**src/hdl/esc_pkg.sv**
```systemverilog
// ----------------------------------------------------------------------------
// esc_pkg - shared types and constants for the elevator stop scheduler
// Holds the floor count, derived widths, event kinds and travel status codes.
// ----------------------------------------------------------------------------
package esc_pkg;

  // Number of floors served; one mask bit per floor
  localparam int FLOORS   = 16;
  localparam int FI_W     = $clog2(FLOORS);
  localparam int LEVEL_W  = 5;
  localparam int CUR_W    = 5;
  localparam int STATUS_W = 2;
  localparam int OPCODE_W = 2;

  // Opcodes on the input channel
  localparam logic [OPCODE_W-1:0] OP_HALL  = 2'd0;
  localparam logic [OPCODE_W-1:0] OP_CAB   = 2'd1;
  localparam logic [OPCODE_W-1:0] OP_OPEN  = 2'd2;
  localparam logic [OPCODE_W-1:0] OP_CLOSE = 2'd3;

  // Travel status codes
  localparam logic [STATUS_W-1:0] ST_IDLE = 2'd0;
  localparam logic [STATUS_W-1:0] ST_UP   = 2'd1;
  localparam logic [STATUS_W-1:0] ST_DOWN = 2'd2;

  // Event kinds after classification
  typedef logic [2:0] kind_t;
  localparam kind_t KIND_HALL_UP = 3'd0;
  localparam kind_t KIND_HALL_DN = 3'd1;
  localparam kind_t KIND_CAB     = 3'd2;
  localparam kind_t KIND_OPEN    = 3'd3;
  localparam kind_t KIND_CLOSE   = 3'd4;
  localparam kind_t KIND_BAD     = 3'd5;

  // Classified event word passed from front to back
  typedef struct packed {
    kind_t             kind;
    logic [FI_W-1:0]   idx;
  } evt_t;

endpackage

```
**src/hdl/esc_front.sv**
```systemverilog
// ----------------------------------------------------------------------------
// esc_front - event decode stage
// Registers each incoming word, checks the floor and turns it into an event.
// ----------------------------------------------------------------------------
module esc_front
  import esc_pkg::*;
(
  input  logic                clk,
  input  logic                rst_n,
  input  logic                in_valid,
  output logic                in_stall,
  input  logic [OPCODE_W-1:0] in_opcode,
  input  logic [LEVEL_W-1:0]  in_floor_level,
  input  logic                in_call_down,
  output logic                evt_valid,
  input  logic                evt_full,
  output evt_t                evt
);

  logic  front_valid_r, front_valid_nxt;
  evt_t  evt_r, evt_nxt;
  logic  accept;
  logic  level_ok;

  assign in_stall = front_valid_r && evt_full;
  assign accept   = in_valid && !in_stall;
  assign level_ok = (in_floor_level != '0) && (in_floor_level <= LEVEL_W'(FLOORS));

  always_comb begin
    evt_nxt.idx = FI_W'(in_floor_level - LEVEL_W'(1));
    unique case (in_opcode)
      OP_HALL: begin
        if (!level_ok) evt_nxt.kind = KIND_BAD;
        else if (in_call_down) evt_nxt.kind = KIND_HALL_DN;
        else evt_nxt.kind = KIND_HALL_UP;
      end
      OP_CAB:   evt_nxt.kind = level_ok ? KIND_CAB : KIND_BAD;
      OP_OPEN:  evt_nxt.kind = KIND_OPEN;
      OP_CLOSE: evt_nxt.kind = KIND_CLOSE;
      default:  evt_nxt.kind = KIND_BAD;
    endcase
  end

  // Hold the word while the queue is full
  assign front_valid_nxt = accept || (front_valid_r && evt_full);

  always_ff @(posedge clk) begin
    if (!rst_n) begin
      front_valid_r <= 1'b0;
    end else begin
      front_valid_r <= front_valid_nxt;
    end
  end

  always_ff @(posedge clk) begin
    if (accept) begin
      evt_r <= evt_nxt;
    end
  end

  assign evt_valid = front_valid_r;
  assign evt       = evt_r;

endmodule

```
**src/hdl/esc_fifo.sv**
```systemverilog
// ----------------------------------------------------------------------------
// esc_fifo - two-entry event queue
// Decouples decode from execution so either side may stall.
// ----------------------------------------------------------------------------
module esc_fifo
  import esc_pkg::*;
(
  input  logic clk,
  input  logic rst_n,
  input  logic push_valid,
  output logic full,
  input  evt_t push_evt,
  output logic pop_valid,
  input  logic pop,
  output evt_t pop_evt
);

  evt_t       mem [2];
  logic [1:0] count_r, count_nxt;
  logic       wr_ptr_r, rd_ptr_r;
  logic       do_push, do_pop;

  assign full      = (count_r == 2'd2);
  assign pop_valid = (count_r != 2'd0);
  assign do_push   = push_valid && !full;
  assign do_pop    = pop && pop_valid;
  assign pop_evt   = mem[rd_ptr_r];

  always_comb begin
    count_nxt = count_r;
    if (do_push && !do_pop) count_nxt = count_r + 2'd1;
    else if (do_pop && !do_push) count_nxt = count_r - 2'd1;
  end

  always_ff @(posedge clk) begin
    if (!rst_n) begin
      count_r  <= 2'd0;
      wr_ptr_r <= 1'b0;
      rd_ptr_r <= 1'b0;
    end else begin
      count_r <= count_nxt;
      if (do_push) wr_ptr_r <= !wr_ptr_r;
      if (do_pop) rd_ptr_r <= !rd_ptr_r;
    end
  end

  always_ff @(posedge clk) begin
    if (do_push) begin
      mem[wr_ptr_r] <= push_evt;
    end
  end

endmodule

```
**src/hdl/esc_back.sv**
```systemverilog
// ----------------------------------------------------------------------------
// esc_back - event execution stage
// Applies one event per cycle, unless the output is stalled, to the stop
// masks, floor and status, and registers the new state as the output word.
// ----------------------------------------------------------------------------
module esc_back
  import esc_pkg::*;
(
  input  logic                clk,
  input  logic                rst_n,
  input  logic                evt_valid,
  output logic                evt_pop,
  input  evt_t                evt,
  output logic                out_valid,
  input  logic                out_stall,
  output logic [CUR_W-1:0]    out_current_floor,
  output logic [STATUS_W-1:0] out_travel_status,
  output logic [FLOORS-1:0]   out_up_pending,
  output logic [FLOORS-1:0]   out_down_pending,
  output logic                out_stop_served,
  output logic                out_level_error
);

  localparam logic [FI_W:0] FLOORS_S = (FI_W+1)'(FLOORS);

  logic [FLOORS-1:0]   up_r, up_nxt, down_r, down_nxt;
  logic [FI_W-1:0]     fi_r, fi_nxt;
  logic [STATUS_W-1:0] dir_r, dir_nxt;
  logic                out_valid_r, out_valid_nxt;
  logic                served, err;
  logic [FLOORS-1:0]   bit_sel;

  logic [2*FLOORS-1:0] up_dbl, down_dbl, up_shift, down_shift;
  logic [FLOORS-1:0]   up_win, down_win;
  logic [FI_W-1:0]     up_pos, down_pos;
  logic                up_hit, down_hit;
  logic [FI_W:0]       up_sum, down_sum;
  logic [FI_W-1:0]     up_f, down_f;

  assign evt_pop = evt_valid && (!out_valid_r || !out_stall);
  assign bit_sel = FLOORS'(1) << evt.idx;

  // Rotate masks so the search starts at the current floor
  assign up_dbl     = {up_r, up_r};
  assign down_dbl   = {down_r, down_r};
  assign up_shift   = up_dbl >> fi_r;
  assign down_shift = (down_dbl >> 1) >> fi_r;
  assign up_win     = up_shift[FLOORS-1:0];
  assign down_win   = down_shift[FLOORS-1:0];

  // Up: lowest set bit of the window; down: highest set bit
  always_comb begin
    up_pos = '0;
    up_hit = 1'b0;
    for (int i = FLOORS - 1; i >= 0; i--) begin
      if (up_win[i]) begin
        up_pos = FI_W'(i);
        up_hit = 1'b1;
      end
    end
  end

  always_comb begin
    down_pos = '0;
    down_hit = 1'b0;
    for (int i = 0; i < FLOORS; i++) begin
      if (down_win[i]) begin
        down_pos = FI_W'(i);
        down_hit = 1'b1;
      end
    end
  end

  always_comb begin
    up_sum   = {1'b0, fi_r} + {1'b0, up_pos};
    down_sum = {1'b0, fi_r} + {1'b0, down_pos} + (FI_W+1)'(1);
    up_f     = (up_sum >= FLOORS_S) ? FI_W'(up_sum - FLOORS_S) : FI_W'(up_sum);
    down_f   = (down_sum >= FLOORS_S) ? FI_W'(down_sum - FLOORS_S) : FI_W'(down_sum);
  end

  always_comb begin
    up_nxt   = up_r;
    down_nxt = down_r;
    fi_nxt   = fi_r;
    dir_nxt  = dir_r;
    served   = 1'b0;
    err      = 1'b0;
    unique case (evt.kind)
      KIND_HALL_UP: begin
        up_nxt = up_r | bit_sel;
        if (down_r == '0) dir_nxt = ST_UP;
      end
      KIND_HALL_DN: begin
        down_nxt = down_r | bit_sel;
        if (up_r == '0) dir_nxt = ST_DOWN;
      end
      KIND_CAB: begin
        if (dir_r == ST_UP && evt.idx >= fi_r) up_nxt = up_r | bit_sel;
        else if (dir_r == ST_DOWN && evt.idx <= fi_r) down_nxt = down_r | bit_sel;
      end
      KIND_OPEN: begin
        if (dir_r == ST_UP && up_hit) begin
          fi_nxt = up_f;
          up_nxt = up_r & ~(FLOORS'(1) << up_f);
          served = 1'b1;
        end else if (dir_r == ST_DOWN && down_hit) begin
          fi_nxt   = down_f;
          down_nxt = down_r & ~(FLOORS'(1) << down_f);
          served   = 1'b1;
        end
      end
      KIND_CLOSE: begin
        priority if (dir_r == ST_IDLE) begin
          if (down_r == '0) dir_nxt = ST_UP;
          else if (up_r == '0) dir_nxt = ST_DOWN;
        end else if (dir_r == ST_UP) begin
          if (up_r == '0) dir_nxt = (down_r == '0) ? ST_IDLE : ST_DOWN;
        end else begin
          if (down_r == '0) dir_nxt = (up_r == '0) ? ST_IDLE : ST_UP;
        end
      end
      default: err = 1'b1;
    endcase
  end

  assign out_valid_nxt = evt_pop || (out_valid_r && out_stall);

  always_ff @(posedge clk) begin
    if (!rst_n) begin
      up_r        <= '0;
      down_r      <= '0;
      fi_r        <= '0;
      dir_r       <= ST_IDLE;
      out_valid_r <= 1'b0;
    end else begin
      out_valid_r <= out_valid_nxt;
      if (evt_pop) begin
        up_r   <= up_nxt;
        down_r <= down_nxt;
        fi_r   <= fi_nxt;
        dir_r  <= dir_nxt;
      end
    end
  end

  // Output word shows the state after the event
  always_ff @(posedge clk) begin
    if (evt_pop) begin
      out_current_floor <= CUR_W'(fi_nxt) + CUR_W'(1);
      out_travel_status <= dir_nxt;
      out_up_pending    <= up_nxt;
      out_down_pending  <= down_nxt;
      out_stop_served   <= served;
      out_level_error   <= err;
    end
  end

  assign out_valid = out_valid_r;

endmodule

```
**src/hdl/elevator_stop_scheduler.sv**
```systemverilog
// ----------------------------------------------------------------------------
// elevator_stop_scheduler - elevator stop scheduling engine
// Keeps pending up and down stops, the car floor and travel status, and
// returns one state word for every event word.
// ----------------------------------------------------------------------------
// Usage:
//   Input channel (in_*): one event word per handshake, taken at a rising
//   edge with in_valid high and in_stall low. Opcodes: hall call, cab button,
//   door open, door close. A bad floor on a call or button is ignored and
//   flagged with out_level_error.
//   Output channel (out_*): one word per event, in order, holding the floor,
//   travel status and both stop masks after the event, plus the served and
//   error flags. Taken when out_valid is high and out_stall is low.
//   Throughput: one word per cycle while out_stall is low. Path: decode
//   register, queue, output register; the door open search is a
//   combinational rotating priority encoder over the masks.
//   Receiver stall: the output word holds; the two-entry queue fills, then
//   the decode register holds and in_stall rises.
//   Reset (rst_n low, synchronous): masks clear, car at floor 1, idle, empty.
// ----------------------------------------------------------------------------
module elevator_stop_scheduler
  import esc_pkg::*;
(
  input  logic                clk,
  input  logic                rst_n,
  input  logic                in_valid,
  output logic                in_stall,
  input  logic [OPCODE_W-1:0] in_opcode,
  input  logic [LEVEL_W-1:0]  in_floor_level,
  input  logic                in_call_down,
  output logic                out_valid,
  input  logic                out_stall,
  output logic [CUR_W-1:0]    out_current_floor,
  output logic [STATUS_W-1:0] out_travel_status,
  output logic [FLOORS-1:0]   out_up_pending,
  output logic [FLOORS-1:0]   out_down_pending,
  output logic                out_stop_served,
  output logic                out_level_error
);

  // Front to queue
  logic front_valid;
  logic queue_full;
  evt_t front_evt;

  // Queue to back
  logic queue_valid;
  logic queue_pop;
  evt_t queue_evt;

  // Decode and range-check incoming words
  esc_front u_front (
    .clk            (clk),
    .rst_n          (rst_n),
    .in_valid       (in_valid),
    .in_stall       (in_stall),
    .in_opcode      (in_opcode),
    .in_floor_level (in_floor_level),
    .in_call_down   (in_call_down),
    .evt_valid      (front_valid),
    .evt_full       (queue_full),
    .evt            (front_evt)
  );

  // Buffer events so decode keeps going while the output is held
  esc_fifo u_fifo (
    .clk        (clk),
    .rst_n      (rst_n),
    .push_valid (front_valid),
    .full       (queue_full),
    .push_evt   (front_evt),
    .pop_valid  (queue_valid),
    .pop        (queue_pop),
    .pop_evt    (queue_evt)
  );

  // Execute events against the scheduler state
  esc_back u_back (
    .clk               (clk),
    .rst_n             (rst_n),
    .evt_valid         (queue_valid),
    .evt_pop           (queue_pop),
    .evt               (queue_evt),
    .out_valid         (out_valid),
    .out_stall         (out_stall),
    .out_current_floor (out_current_floor),
    .out_travel_status (out_travel_status),
    .out_up_pending    (out_up_pending),
    .out_down_pending  (out_down_pending),
    .out_stop_served   (out_stop_served),
    .out_level_error   (out_level_error)
  );

endmodule
```
**config.mk**
```make
export PLATFORM = sky130hd
export DESIGN_NAME = elevator_stop_scheduler
export DESIGN_NICKNAME = d
export VERILOG_FILES = /design/src/hdl/esc_pkg.sv /design/src/hdl/esc_front.sv /design/src/hdl/esc_fifo.sv /design/src/hdl/esc_back.sv /design/src/hdl/elevator_stop_scheduler.sv
export SDC_FILE = /design/constraint.sdc
export NUM_CORES = 1
export LEC_CHECK = 0
export BUFFER_PORTS_ARGS = -buffer_cell sky130_fd_sc_hd__buf_2
export CORE_AREA = 2 2 116 118
export DETAILED_ROUTE_END_ITERATION = 7
export DIE_AREA = 0 0 118 120
export PLACE_DENSITY = 0.83
export SYNTH_ARGS = -nofsm -noshare
export SYNTH_HDL_FRONTEND = slang
export SYNTH_HIERARCHICAL = 1
export SYNTH_SLANG_ARGS = --single-unit
```
**constraint.sdc**
```tcl
create_clock -name clk -period 5.1 [get_ports clk]
set_clock_uncertainty 0.2 [all_clocks]
set_input_delay 1.02 -clock clk [delete_from_list [all_inputs] [get_ports clk]]
set_output_delay 1.02 -clock clk [all_outputs]
set_load 0.02 [all_outputs]
```
==> out/results.ini <==
[floorplan]
die_height_um=120
core_um2=13000
die_w_um=118
rows=42
initial_core_util=0.582
dieArea_um2=14200
ios=55

[routing]
drc=0
drt_pass1_iterations=8
drt_iter0_markers=810
avgRoutedWirePerCell_um=21.1
totalWireLength_mm=20.5
antenna_left=0
via_per_inst=6.94
vias=6736

[synthesis]
synthMuxAreaShare=0.195
postSynthAreaPerCell_um2=10.1
ys_seq_elements=107
ys_types=80
ys.flop_type=edfxtp_1
synthXorXnorAreaFrac=0.0194
synth-simple-area-share=0.160
async_flop_share=0
synthAdderAreaFrac=0.0295
synth_edf_count=62
ys_warn_count=6
synthCells=750
netlist_area_um2=7560
synth_compound_area_frac=0.188
ys_seq_area_frac=0.366
synth_top_family_by_area=multiplexers
postSynthNetCount=778

[cts]
tritoncts=yes
root_buffer=clkbuf_16
clk_pin_slew_worst_paths_ns=0.07
clk_latency_ns=0.35
cts_inserted_buffers=9
clock_path_buffers=2
cts_hold_buffers=0
htreeDepth=3
cts_sinks=107

[finish]
post-route-util=0.642
final_common_cell=nor2_1
fin_nets=818
finalInstanceArea_um2=8330
layout-drive-gt1-share=0.224
fin_cells=971
diodes=0
area_growth_pct=10.3
layout_common_cells=69 x nor2_1, 62 x edfxtp_1, 61 x nand2_1, 54 x buf_2, 48 x o21ai_0
fillers=1031

[worst_setup_path]
end_kind=register
crit_arrival_ns=4.95
cp.required_ns=4.99
worst-path-max-fanout=19
startpoint_type=register
criticalPathCategory=reg -> reg

[grt]
first_global_vias=6430
grt_first_pass_wirelength_mm=33.0
grt_max_degree=44
antenna_found_initial=0
globalRouteTotalUtil=0.291
overflow=0

[placement]
routabilityCongestion=0.941
dpl-instance-area_um2=7950
place_ws_ns=0.0798
post-place-cells=947
hpwl_mm=15.0
port_buffers=54

[sta]
setup_ws_ns=0.0359
slew_headroom=0.370
hold_slack_ns=0.249
fmax_mhz=197
fin_crit_sh=0.993
worst_slew_pin_slew_ns=0.936
fin_crit_ns=5.06
maxSlewViolCount=0
setup_viol=0
hold_viol=0

[run_status]
status=complete, no violations

[power]
ir_worst_vdd_mv=0.358
p_per_area_nw_per_um2=494
p_leak_nw=3.11

[hold_path]
min_path_type=reg -> reg

[job]
cap_violations=0

[metal layers]
layer	wire, µm	global-route usage
met5	0	0
met4	605	0.108
met3	1940	0.0418
met2	9710	0.475
met1	8210	0.396
[registers in the layout, summed over array words and instances (netlist names), 2 cells and up, named ones only]
name                      cells
u_back/up_r                  16
u_back/out_current_floor      5
u_back/out_down_pending      16
u_fifo/mem                   14
u_back/fi_r                   4
u_fifo/count_r                2
u_back/down_r                16
u_back/out_travel_status      2
u_back/out_up_pending        16
u_back/dir_r                  2
u_front/evt                   7
[final timing paths]
path                       start                         to  slack [ns]  cells past startpoint
setup / recovery  u_back/fi_r[1]  u_back/out_up_pending[12]        0.04                     16
hold reg to reg   u_front/evt[0]           u_fifo/mem[1][0]        0.25                      0
setup reg to reg  u_back/fi_r[1]  u_back/out_up_pending[12]        0.04                     16
hold / removal    u_front/evt[0]           u_fifo/mem[1][0]        0.25                      0
[stage by stage]
stage	total power, mW	TNS [ns]
after floorplan	2.85	0
after global placement	3.27	0
after detailed placement	3.34	0
after CTS	4.05	0
after global routing	4.34	-0.0206
final	4.12	0
[cells by family after synthesis]
| logic type | count (synthesis) |
|---|---|
| compound gates | 210 |
| xor+xnor | 15 |
| fa+ha+maj | 16 |
| buf+inv | 71 |
| flops | 107 |
| mux | 90 |
| simple gates | 241 |
[synth_stat cells, types with 7 or more instances]
cell type	count	area [µm²]
edfxtp_1	62	1860
xor2_1	10	87.6
nand3_1	29	145
clkbuf_1	29	109
mux4_2	42	946
a31oi_1	7	43.8
o21ai_0	48	240
a21oi_1	43	215
o31ai_1	11	82.6
nand2_1	61	229
ha_1	13	163
buf_2	8	40.0
o21a_1	9	67.6
nor3_1	11	55.1
a32o_1	10	100
mux2i_1	26	260
mux2_2	20	225
a22o_1	9	78.8
dfxtp_1	45	901
nor2_1	69	259
nand4_1	8	50.1
a211oi_1	14	105
nand2b_1	9	56.3
nor2b_1	7	43.8
inv_1	23	86.3
[what timing repair did]
action / in CTS / in global routing
setup buffers: 0 / 8
hold endpoints to repair: 0 / 0
endpoints found under the setup margin: 0 / 45
gates resized for setup: 0 / 4
[layout make-up]
cell class / instances / area (µm²) / area share
multi-input cells: 572 / 4490 / 0.538
flip-flops and latches: 107 / 2770 / 0.332
repair buffers: 74 / 458 / 0.0550
clock buffers: 10 / 229 / 0.0275
well taps: 176 / 220 / 0.0264
inverters: 26 / 97.6 / 0.0117
clock inverters: 6 / 71.3 / 0.00856
[worst max-delay path, cell delays in order (launching register included)]
cell      delay, ns
dfxtp_4        0.41
buf_12         0.17
inv_1          0.29
mux2_2         0.41
a211o_1        0.33
a31oi_1        0.14
o21ai_0        0.10
o2111a_1       0.15
o31ai_1        0.28
a21boi_0       0.18
ha_1           0.22
a21o_1         0.16
a21oi_1        0.38
xnor2_1        0.36
xor2_2         0.34
o41ai_1        0.53
nand2_1        0.11
[where the power goes]
| part | leakage (nW) | switching (mW) | total [mW] | internal [mW] |
|---|---|---|---|---|
| registers | 0.957 | 0.129 | 1.31 | 1.19 |
| clock network | 0.145 | 0.319 | 0.705 | 0.386 |
| logic | 2.01 | 1.36 | 2.10 | 0.738 |
| total | 3.11 | 1.81 | 4.12 | 2.31 |
(Power assumes the default switching activity.)
